===== src/rtl/chbd_pkg.sv =====
`timescale 1ns / 1ps
`default_nettype none
// ============================================================================
// chbd_pkg
// Shared types and constants for the canonical Huffman byte decoder.
// ============================================================================
package chbd_pkg;

    localparam int CODE_W  = 16;  // accumulator and first-code width
    localparam int SYM_W   = 8;   // symbol, count and base width
    localparam int DEPTH_W = 6;   // width of the depth field on a load word
    localparam int BYTE_W  = 8;   // bits per data byte
    localparam int BIT_W   = 3;   // bit position counter inside one byte

    // Word action codes
    localparam logic ACTION_LOAD   = 1'b0;
    localparam logic ACTION_DECODE = 1'b1;

    // One row of the code table, one row per code length
    typedef struct packed {
        logic [SYM_W-1:0]  count;
        logic [SYM_W-1:0]  base;
        logic [CODE_W-1:0] first;
    } entry_t;

endpackage : chbd_pkg
`default_nettype wire


===== src/rtl/canonical_huffman_byte_decoder.sv =====
`timescale 1ns / 1ps
`default_nettype none
// ============================================================================
// canonical_huffman_byte_decoder
// Loads a canonical Huffman table one code length at a time and decodes
// compressed bytes bit by bit into byte symbols.
// ============================================================================
//
//  Channel  Dir  Handshake          Word contents
//  -------  ---  -----------------  ---------------------------------------
//  s_       in   s_valid / s_ready  action, depth, symbol_count,
//                                   base_symbol, data_byte, record_end
//  m_       out  m_valid / m_ready  symbol, last
//
//  A decode word is worked one bit at a time: each bit needs one read of
//  the per-length table memory, and the next read address follows from
//  the match found on the current bit. A load word writes one table row.
//  The next word is taken in the cycle that consumes the last bit.
//  Reset (aresetn low, synchronous) clears control state and the per-length
//  valid bits; the table memory itself is not cleared, an invalid row reads
//  as an empty length. A stalled m_ side blocks the bit engine only when a
//  new symbol finds both the holding and the output register full.
// ============================================================================
module canonical_huffman_byte_decoder
    import chbd_pkg::*;
#(
    parameter int CODE_CAPACITY   = 4096,
    parameter int MAX_CODE_LENGTH = 20
) (
    input  wire                aclk,
    input  wire                aresetn,
    input  wire                s_valid,
    output logic               s_ready,
    input  wire                s_action,
    input  wire  [DEPTH_W-1:0] s_depth,
    input  wire  [SYM_W-1:0]   s_symbol_count,
    input  wire  [SYM_W-1:0]   s_base_symbol,
    input  wire  [BYTE_W-1:0]  s_data_byte,
    input  wire                s_record_end,
    output logic               m_valid,
    input  wire                m_ready,
    output logic [SYM_W-1:0]   m_symbol,
    output logic               m_last
);

    localparam int NUM_DEPTHS = MAX_CODE_LENGTH + 1;
    localparam int IDX_W      = $clog2(NUM_DEPTHS);
    localparam int ENT_W      = $clog2(CODE_CAPACITY + 1);
    localparam int CMP_W      = (ENT_W > SYM_W) ? ENT_W : SYM_W;

    localparam logic [IDX_W-1:0]   LEN_MAX   = IDX_W'(MAX_CODE_LENGTH);
    localparam logic [DEPTH_W:0]   DEPTH_TOP = (DEPTH_W + 1)'(NUM_DEPTHS);
    localparam logic [CMP_W-1:0]   ENT_LIMIT = CMP_W'(CODE_CAPACITY);
    localparam logic [BIT_W-1:0]   BIT_LAST  = BIT_W'(BYTE_W - 1);

    // ------------------------------------------------------------------
    // State
    // ------------------------------------------------------------------
    entry_t                mem [NUM_DEPTHS];   // per-length table
    entry_t                rd_reg;             // registered read of row len_reg
    logic [NUM_DEPTHS-1:0] valid_reg, valid_next;

    logic [ENT_W-1:0]  entries_reg, entries_next;
    logic [CODE_W-1:0] nfc_reg, nfc_next;
    logic [CODE_W-1:0] acc_reg, acc_next;
    logic [IDX_W-1:0]  len_reg, len_next;

    logic              busy_reg, busy_next;
    logic [BIT_W-1:0]  bit_cnt_reg, bit_cnt_next;
    logic [BYTE_W-1:0] shift_reg, shift_next;
    logic              rec_end_reg, rec_end_next;

    logic              pend_valid_reg, pend_valid_next;
    logic              pend_final_reg, pend_final_next;
    logic [SYM_W-1:0]  pend_sym_reg, pend_sym_next;

    logic              out_valid_reg, out_valid_next;
    logic              out_last_reg, out_last_next;
    logic [SYM_W-1:0]  out_sym_reg, out_sym_next;

    // ------------------------------------------------------------------
    // Bit engine: match on the current bit
    // ------------------------------------------------------------------
    logic [CODE_W-1:0] acc_shift;
    logic [CODE_W-1:0] offset;
    logic [SYM_W-1:0]  count_eff;
    logic              match;
    logic              out_free;
    logic              step;
    logic              last_bit;
    logic              pend_out;
    logic              accept;

    assign acc_shift = {acc_reg[CODE_W-2:0], shift_reg[BYTE_W-1]};
    assign offset    = acc_shift - rd_reg.first;
    // An unloaded length reads as empty
    assign count_eff = valid_reg[len_reg] ? rd_reg.count : '0;
    assign match     = busy_reg && (offset < {{(CODE_W - SYM_W){1'b0}}, count_eff});
    assign last_bit  = (bit_cnt_reg == BIT_LAST);

    assign out_free  = !out_valid_reg || m_ready;
    // Hold the bit when a new symbol has nowhere to go
    assign step      = busy_reg && (!match || !pend_valid_reg || out_free);
    assign pend_out  = pend_valid_reg && out_free && (pend_final_reg || (step && match));

    assign s_ready   = !busy_reg || (step && last_bit);
    assign accept    = s_valid && s_ready;

    // ------------------------------------------------------------------
    // Table load
    // ------------------------------------------------------------------
    logic              wr_en;
    logic              new_table;
    logic [IDX_W-1:0]  wr_idx;
    entry_t            wr_data;
    logic [ENT_W-1:0]  ent_base;
    logic [CODE_W-1:0] nfc_base;
    logic [CMP_W-1:0]  room;
    logic [CMP_W-1:0]  count_ext;
    logic [SYM_W-1:0]  count_clip;
    logic [CMP_W-1:0]  ent_sum;

    assign wr_en     = accept && (s_action == ACTION_LOAD) && (s_depth != '0)
                       && ({1'b0, s_depth} <= DEPTH_TOP);
    assign new_table = (s_depth == DEPTH_W'(1));
    assign wr_idx    = IDX_W'(s_depth - DEPTH_W'(1));
    // A new table starts from zero codes and zero entries
    assign ent_base  = new_table ? '0 : entries_reg;
    assign nfc_base  = new_table ? '0 : nfc_reg;
    assign room      = ENT_LIMIT - CMP_W'(ent_base);
    assign count_ext = CMP_W'(s_symbol_count);
    assign count_clip = (count_ext > room) ? SYM_W'(room) : s_symbol_count;
    assign ent_sum   = CMP_W'(ent_base) + CMP_W'(count_clip);

    always_comb begin
        wr_data.count = count_clip;
        wr_data.base  = s_base_symbol;
        wr_data.first = nfc_base;
    end

    always_comb begin
        valid_next   = valid_reg;
        entries_next = entries_reg;
        nfc_next     = nfc_reg;
        if (wr_en) begin
            if (new_table) begin
                valid_next = '0;
            end
            valid_next[wr_idx] = 1'b1;
            entries_next       = ENT_W'(ent_sum);
            nfc_next           = (nfc_base + CODE_W'(count_clip)) << 1;
        end
    end

    // ------------------------------------------------------------------
    // Decode state
    // ------------------------------------------------------------------
    always_comb begin
        acc_next     = acc_reg;
        len_next     = len_reg;
        busy_next    = busy_reg;
        bit_cnt_next = bit_cnt_reg;
        shift_next   = shift_reg;
        rec_end_next = rec_end_reg;

        if (step) begin
            shift_next   = {shift_reg[BYTE_W-2:0], 1'b0};
            bit_cnt_next = bit_cnt_reg + BIT_W'(1);
            // Drop the code on a match, on overlong codes and at record end
            if (match || (len_reg == LEN_MAX) || (last_bit && rec_end_reg)) begin
                acc_next = '0;
                len_next = '0;
            end else begin
                acc_next = acc_shift;
                len_next = len_reg + IDX_W'(1);
            end
            if (last_bit) begin
                busy_next = 1'b0;
            end
        end

        if (accept && (s_action == ACTION_DECODE)) begin
            busy_next    = 1'b1;
            bit_cnt_next = '0;
            shift_next   = s_data_byte;
            rec_end_next = s_record_end;
        end
    end

    // ------------------------------------------------------------------
    // Holding register: a symbol waits until its last flag is known
    // ------------------------------------------------------------------
    always_comb begin
        pend_valid_next = pend_valid_reg;
        pend_final_next = pend_final_reg;
        pend_sym_next   = pend_sym_reg;
        if (pend_out) begin
            pend_valid_next = 1'b0;
        end
        if (step && match) begin
            pend_valid_next = 1'b1;
            pend_final_next = 1'b0;
            pend_sym_next   = rd_reg.base + offset[SYM_W-1:0];
        end
        if (step && last_bit) begin
            pend_final_next = 1'b1;
        end
    end

    always_comb begin
        out_valid_next = out_valid_reg;
        out_last_next  = out_last_reg;
        out_sym_next   = out_sym_reg;
        if (out_free) begin
            out_valid_next = pend_out;
            out_last_next  = pend_final_reg;
            out_sym_next   = pend_sym_reg;
        end
    end

    assign m_valid  = out_valid_reg;
    assign m_symbol = out_sym_reg;
    assign m_last   = out_last_reg;

    // ------------------------------------------------------------------
    // Table memory: read the row for the next bit, forward a same-cycle write
    // ------------------------------------------------------------------
    always_ff @(posedge aclk) begin
        if (wr_en) begin
            mem[wr_idx] <= wr_data;
        end
        if (wr_en && (wr_idx == len_next)) begin
            rd_reg <= wr_data;
        end else begin
            rd_reg <= mem[len_next];
        end
    end

    // ------------------------------------------------------------------
    // Registers
    // ------------------------------------------------------------------
    always_ff @(posedge aclk) begin
        if (!aresetn) begin
            valid_reg      <= '0;
            entries_reg    <= '0;
            nfc_reg        <= '0;
            acc_reg        <= '0;
            len_reg        <= '0;
            busy_reg       <= 1'b0;
            bit_cnt_reg    <= '0;
            pend_valid_reg <= 1'b0;
            pend_final_reg <= 1'b0;
            out_valid_reg  <= 1'b0;
        end else begin
            valid_reg      <= valid_next;
            entries_reg    <= entries_next;
            nfc_reg        <= nfc_next;
            acc_reg        <= acc_next;
            len_reg        <= len_next;
            busy_reg       <= busy_next;
            bit_cnt_reg    <= bit_cnt_next;
            pend_valid_reg <= pend_valid_next;
            pend_final_reg <= pend_final_next;
            out_valid_reg  <= out_valid_next;
        end
    end

    always_ff @(posedge aclk) begin
        shift_reg    <= shift_next;
        rec_end_reg  <= rec_end_next;
        pend_sym_reg <= pend_sym_next;
        out_sym_reg  <= out_sym_next;
        out_last_reg <= out_last_next;
    end

    // ------------------------------------------------------------------
    // Assertions
    // ------------------------------------------------------------------
    a_len_range : assert property (@(posedge aclk) disable iff (!aresetn)
        len_reg <= LEN_MAX)
        else $error("code length beyond the table");

    a_entries_cap : assert property (@(posedge aclk) disable iff (!aresetn)
        CMP_W'(entries_reg) <= ENT_LIMIT)
        else $error("entry count beyond the limit");

    a_accept_busy : assert property (@(posedge aclk) disable iff (!aresetn)
        (s_ready && busy_reg) |-> (last_bit && step))
        else $error("word taken before the last bit");

    a_match_clear : assert property (@(posedge aclk) disable iff (!aresetn)
        (step && match) |=> (len_reg == '0 && acc_reg == '0 && pend_valid_reg))
        else $error("code not dropped after a match");

    a_pend_open : assert property (@(posedge aclk) disable iff (!aresetn)
        (pend_valid_reg && !pend_final_reg) |-> busy_reg)
        else $error("open symbol held with no byte in flight");

endmodule : canonical_huffman_byte_decoder
`default_nettype wire


===== config.mk =====
export PLATFORM = sky130hd
export DESIGN_NAME = canonical_huffman_byte_decoder
export DESIGN_NICKNAME = d
export VERILOG_FILES = /design/src/rtl/chbd_pkg.sv /design/src/rtl/canonical_huffman_byte_decoder.sv
export SDC_FILE = /design/constraint.sdc
export NUM_CORES = 1
export LEC_CHECK = 0
export BUFFER_PORTS_ARGS = -buffer_cell sky130_fd_sc_hd__clkbuf_2
export CORE_MARGIN = 3
export CORE_UTILIZATION = 65
export DETAILED_ROUTE_END_ITERATION = 12
export GPL_ROUTABILITY_DRIVEN = 1
export HOLD_SLACK_MARGIN = 0.1
export PLACE_DENSITY = 0.92
export SLEW_MARGIN = 25
export SYNTH_ARGS = -nofsm -noshare
export SYNTH_HDL_FRONTEND = slang
export SYNTH_SLANG_ARGS = --single-unit

===== constraint.sdc =====
create_clock -name aclk -period 15.2 [get_ports aclk]
set_input_delay 2.28 -clock aclk [delete_from_list [all_inputs] [get_ports aclk]]
set_output_delay 2.28 -clock aclk [all_outputs]
set_load 0.01 [all_outputs]

Word-level counts from Yosys, hierarchy flattened
Memories as Yosys holds them, arrays and structs flattened. A register that Yosys moved wholly into a read port is not among the register bits.
Cells that the tools add are included.
{"block": "op_classes", "n_addsub": 8, "order_cmp": 6, "n_eq_ne": 3, "n_mux": 24, "bitwise_logic": 3, "reduce_logical": 31}
{"cell": "2-to-1 mux 21 bit", "count": 2}
{"cell": "2-to-1 mux 8 bit", "count": 4}
{"cell": "OR 21 bit", "count": 1}
{"cell": "less-than comparator 16 x 8 -> 1 bit", "count": 1}
{"cell": "2-to-1 mux 16 bit", "count": 1}
{"cell": "subtractor 16 bit", "count": 1}
{"cell": "adder 15 x 8 -> 15 bit", "count": 1}
{"cell": "2-to-1 mux 15 bit", "count": 1}
{"cell": "adder 13 x 8 -> 13 bit", "count": 1}
{"cell": "greater-than comparator 8 x 13 -> 1 bit", "count": 1}
{"cell": "logical AND 1 bit", "count": 13}
{"cell": "2-to-1 mux 13 bit", "count": 1}
{"cell": "subtractor 13 bit (first input constant)", "count": 1}
{"cell": "less-than comparator 5 x 6 -> 1 bit (second input constant)", "count": 2}
{"cell": "2-to-1 mux 1 bit", "count": 11}
{"cell": "2-to-1 mux 5 bit", "count": 2}
{"cell": "adder 8 bit", "count": 1}
{"cell": "nonzero test 2 bit", "count": 4}
{"cell": "logical OR 1 bit", "count": 7}
{"cell": "== test 6 x 1 -> 1 bit (second input constant)", "count": 1}
{"cell": "<= comparator 6 x 5 -> 1 bit (second input constant)", "count": 1}
{"cell": "nonzero test 6 bit", "count": 1}
{"cell": "adder 5 x 1 -> 5 bit (second input constant)", "count": 1}
{"cell": "binary-select mux 1 bit (select 5 bit)", "count": 1}
{"cell": "other kinds (10)", "count": 14}
{"block": "word_totals", "register_bits": 102, "ramBits": 672, "inputBits": 36, "out_inout_bits": 11, "wordCells": 91, "n_memories": 1}
{"name": "mem", "words": 21, "word_bits": 32, "read_ports": 1, "rd_clocked_by_memory_dff": 1, "wr": 1, "line_no": "canonical_huffman_byte_decoder.sv:59", "rtl": "entry_t mem [NUM_DEPTHS];"}

Logic depth before layout (Yosys ltp)
{"block": "depth", "word_depth": 17, "mapped_depth": 28, "mapped_depth_nobuf": 25}

Least setup slack after synthesis
Ideal clock, no wire load.
{"block": "synth_path", "kind": "register to register", "start": "register (tool-made name)", "end": "memory mem[20][10] (netlist bit), enable pin", "setup_ns": 0.500, "arrival_ns": 7.845, "required_ns": 14.700, "setup_slack_ns": 6.855, "path_stages_with_launch": 24, "path_buffers": 6, "synth_period_minus_slack_ns": 8.345, "cell_sequence": "dfxtp_1 buf_6 buf_4 buf_2 buf_2 buf_2 mux4_2 mux4_2 nand2_1 o21ai_0 ha_1 inv_1 fa_1 nand3_1 a31oi_1 o21ai_0 nor2b_1 ha_1 nand4_1 nand3_1 a311oi_2 and4_1 buf_6 nor4_1"}
{"element": "end: declaration", "line_no": "canonical_huffman_byte_decoder.sv:59"}

==> results.json <==
{
  "crit_chain": "buf_16 > buf_12 > mux4_2 > mux4_2 > a21oi_1 > ha_1 > a21oi_1 > a31oi_1 > nor3_1 > nor2b_1 > ha_1 > a2111oi_0 > nand3_1 > a311oi_2 > and4_1 > buf_4 > nor2_1 > clkbuf_2",
  "setup_viol": 0,
  "crit_family": "compound AO/OA/AOI/OAI gates",
  "grt_max_degree": 111,
  "crit_path_start_kind": "register",
  "syn-num-nets": 1901,
  "yosys-top-cells-count": "677 x edfxtp_1, 181 x mux4_2, 84 x nand2_1",
  "crit_type": "register to output port",
  "grt_pass1_wl_mm": 126,
  "synth_edf_count": 677,
  "finalClockSkew_ns": 0.0323,
  "grt_overflow": 0,
  "largest_reg_flops": 651,
  "syn_inst": 1806,
  "drive_gt1_share_pct": 21.4,
  "synth.avg_cell_area_sq_um": 17.5,
  "port_buffers": 46,
  "hold_path_startpoint": "pend_sym_reg[1]$_DFFE_PP_",
  "num_rows": 80,
  "cts.repair.resized": 0,
  "ff_latch_area_sq_um": 22000,
  "placed_cell_area_sq_um": 32600,
  "outcome": "finished, final reports clean",
  "synthDominantCellAreaShare_pct": 64.3,
  "timing.setup.tns_ns": 0,
  "core_area_sq_um": 47900,
  "synth_area_leaders": "edfxtp_1 64%, mux4_2 13%, dfxtp_1 5.1%",
  "area_growth_pct": 10.3,
  "cts_buffer_depth": 3,
  "num_vias": 19000,
  "p_total_w": 0.00437,
  "drtAntennaViolNets": 0,
  "holdPathStages": 0,
  "clock_sinks": 758,
  "rsz0062_at_grt": "no",
  "dieHeight_um": 227,
  "cts-buffers-inserted": 72,
  "wl_mm": 85.8,
  "synth-seq-cells": 758,
  "worst_slew_pin_slew_ns": 1.01,
  "postCtsSetupBuffers": 0,
  "cts_max_level": 3,
  "power_density_nw_per_um2": 125,
  "ff2ff_setup_slack_ns": 6.92,
  "critical_path_buf_inv_count": 4,
  "tritoncts": "built",
  "min_period_ns": 9.87,
  "ys.flop_type": "edfxtp_1",
  "slowest_delay_ns": 0.68,
  "power.static_leakage_nw": 11.7,
  "pin_count": 47,
  "synth_area_sq_um": 31600,
  "fin_nets": 1968,
  "postLayoutCellArea_sq_um": 34900,
  "report.final.hold_viol_count": 0,
  "worstSkewPairLatency_ns": 0.61,
  "start_util_pct": 66.0,
  "yosys.cell_count.top_type": "edfxtp_1",
  "dieArea_sq_um": 51300,
  "crit_required_ns": 12.92,
  "multi_input_comb_area_sq_um": 9150,
  "routedWlPerCell_um": 33.8,
  "num-fill-cells": 2493,
  "vdd_drop_max_v": 0.0000970,
  "cp_max_fo": 110,
  "r2r_end": "mem[16][20]$_DFFE_PP_",
  "slowest_stage": "buf_12",
  "antenna_found_initial": 2,
  "drt-initial-drc-count": 3358,
  "cp.arrival_ns": 7.59,
  "min_path_type": "register to register",
  "drc": 0,
  "synth_top_area_cell": "edfxtp_1",
  "end_kind": "output port",
  "firstDrtPassIters": 9,
  "ys_seq_area_share_pct": 69.4,
  "grt_use_total_pct": 34.4,
  "die_w_um": 227,
  "grt_pass1_vias": 19500,
  "max-slew-margin-rel_pct": 32.8,
  "cap_viol_max_count": 0,
  "reg2regPathDepth": 19,
  "finalNonFillerCells": 2542,
  "finalMaxSlewViolations": 0,
  "cts_hold_buf": 0,
  "placed_cells": 2411,
  "place_hpwl_mm": 41.9,
  "yosys_warnings": 0,
  "hold-path-endpoint": "m_symbol[1]$_DFFE_PN_",
  "crit_cells": 18,
  "cts-root-buf": "clkbuf_16",
  "viasPerCell": 7.48,
  "max_freq_ghz": 0.101,
  "async_flop_share_pct": 0,
  "clk_pin_slew_ns": 0.07,
  "netlist-cell-type-count": 76,
  "place.gp.congestion": 0.898,
  "fin_crit_sh_pct": 64.9
}
-- layout make-up --
class / instances / area share [%]
multi-input combinational: 902 / 26.2
clock buffer: 104 / 5.87
sequential: 758 / 62.9
timing repair buffer: 93 / 1.78
clock inverter: 22 / 0.463
antenna: 2 / 0.0143
tap: 615 / 2.21
inverter: 46 / 0.495
-- layer usage --
metal  wire length, um  global-route usage [%]
met5                17                       0
met4              5890                    19.7
met3             10800                    8.03
met2             41400                    55.3
met1             27700                    43.6
-- power breakdown --
part / internal, W / switching [W]
registers: 0.00227 / 0.0000138
clock network: 0.000971 / 0.000762
logic: 0.000149 / 0.000200
-- worst max-delay path by stage --
stage / from / endpoint / slack (ns)
6_report: register / s_ready / 5.33
5_1_grt: register / s_ready / 5.23
4_1_cts: register / s_ready / 5.37
3_5_place_dp: s_depth[2] / nfc_reg[14]$_SDFFE_PN0P_ / 6.38
3_3_place_gp: s_depth[2] / nfc_reg[14]$_SDFFE_PN0P_ / 6.58
2_1_floorplan: register / mem[20][10]$_DFFE_PP_ / 6.86
-- stage by stage --
stage	hold slack, ns	utilization, %	setup WS, ns
floorplan	0.400	-	6.86
global placement	0.408	68.0	6.58
detailed placement	0.405	68.1	6.38
CTS	0.418	72.7	5.37
global route	0.427	72.8	5.23
finish	0.419	72.8	5.33
-- worst reg2reg max path, stage by stage (launching register included) --
cell,delay [ns]
dfxtp_4,0.57
buf_16,0.33
buf_12,0.70
mux4_2,0.70
mux4_2,0.47
a21oi_1,0.36
ha_1,0.34
a21oi_1,0.26
a31oi_1,0.20
nor3_1,0.24
nor2b_1,0.12
ha_1,0.21
a2111oi_0,0.63
nand3_1,0.25
a311oi_2,0.53
and4_1,0.32
buf_4,0.42
or3_1,0.66
nor2_4,0.27
buf_4,0.37
-- cells by family (layout without fill, tap and decap cells) --
logic type / after synthesis / count (layout) / share of synthesized area (%)
DFF: 758 / 758 / 69.4
and+or+nand+nor: 316 / 316 / 5.00
AOI/OAI and AO/OA: 251 / 251 / 5.20
muxes: 238 / 238 / 14.8
buffers and inverters: 146 / 265 / 2.04
adders and majority gates: 60 / 60 / 2.46
xor gates and xnor gates: 37 / 37 / 1.05
other: 0 / 2 / 0
-- cells in the final DEF, fill, tap and decap left out, drive strengths merged, types with 32 or more instances in the layout --
cell type  netlist  layout
mux4           182     182
dfxtp           81      81
a21oi           68      68
nor3            39      39
nor2            53      53
inv             43      45
xnor2           32      32
mux2i           48      48
clkbuf          54     151
edfxtp         677     677
o21ai           52      52
buf             46      46
nand3           44      44
nand2           84      84
ha              55      55
Note: power is estimated with default switching activity, not from simulation.
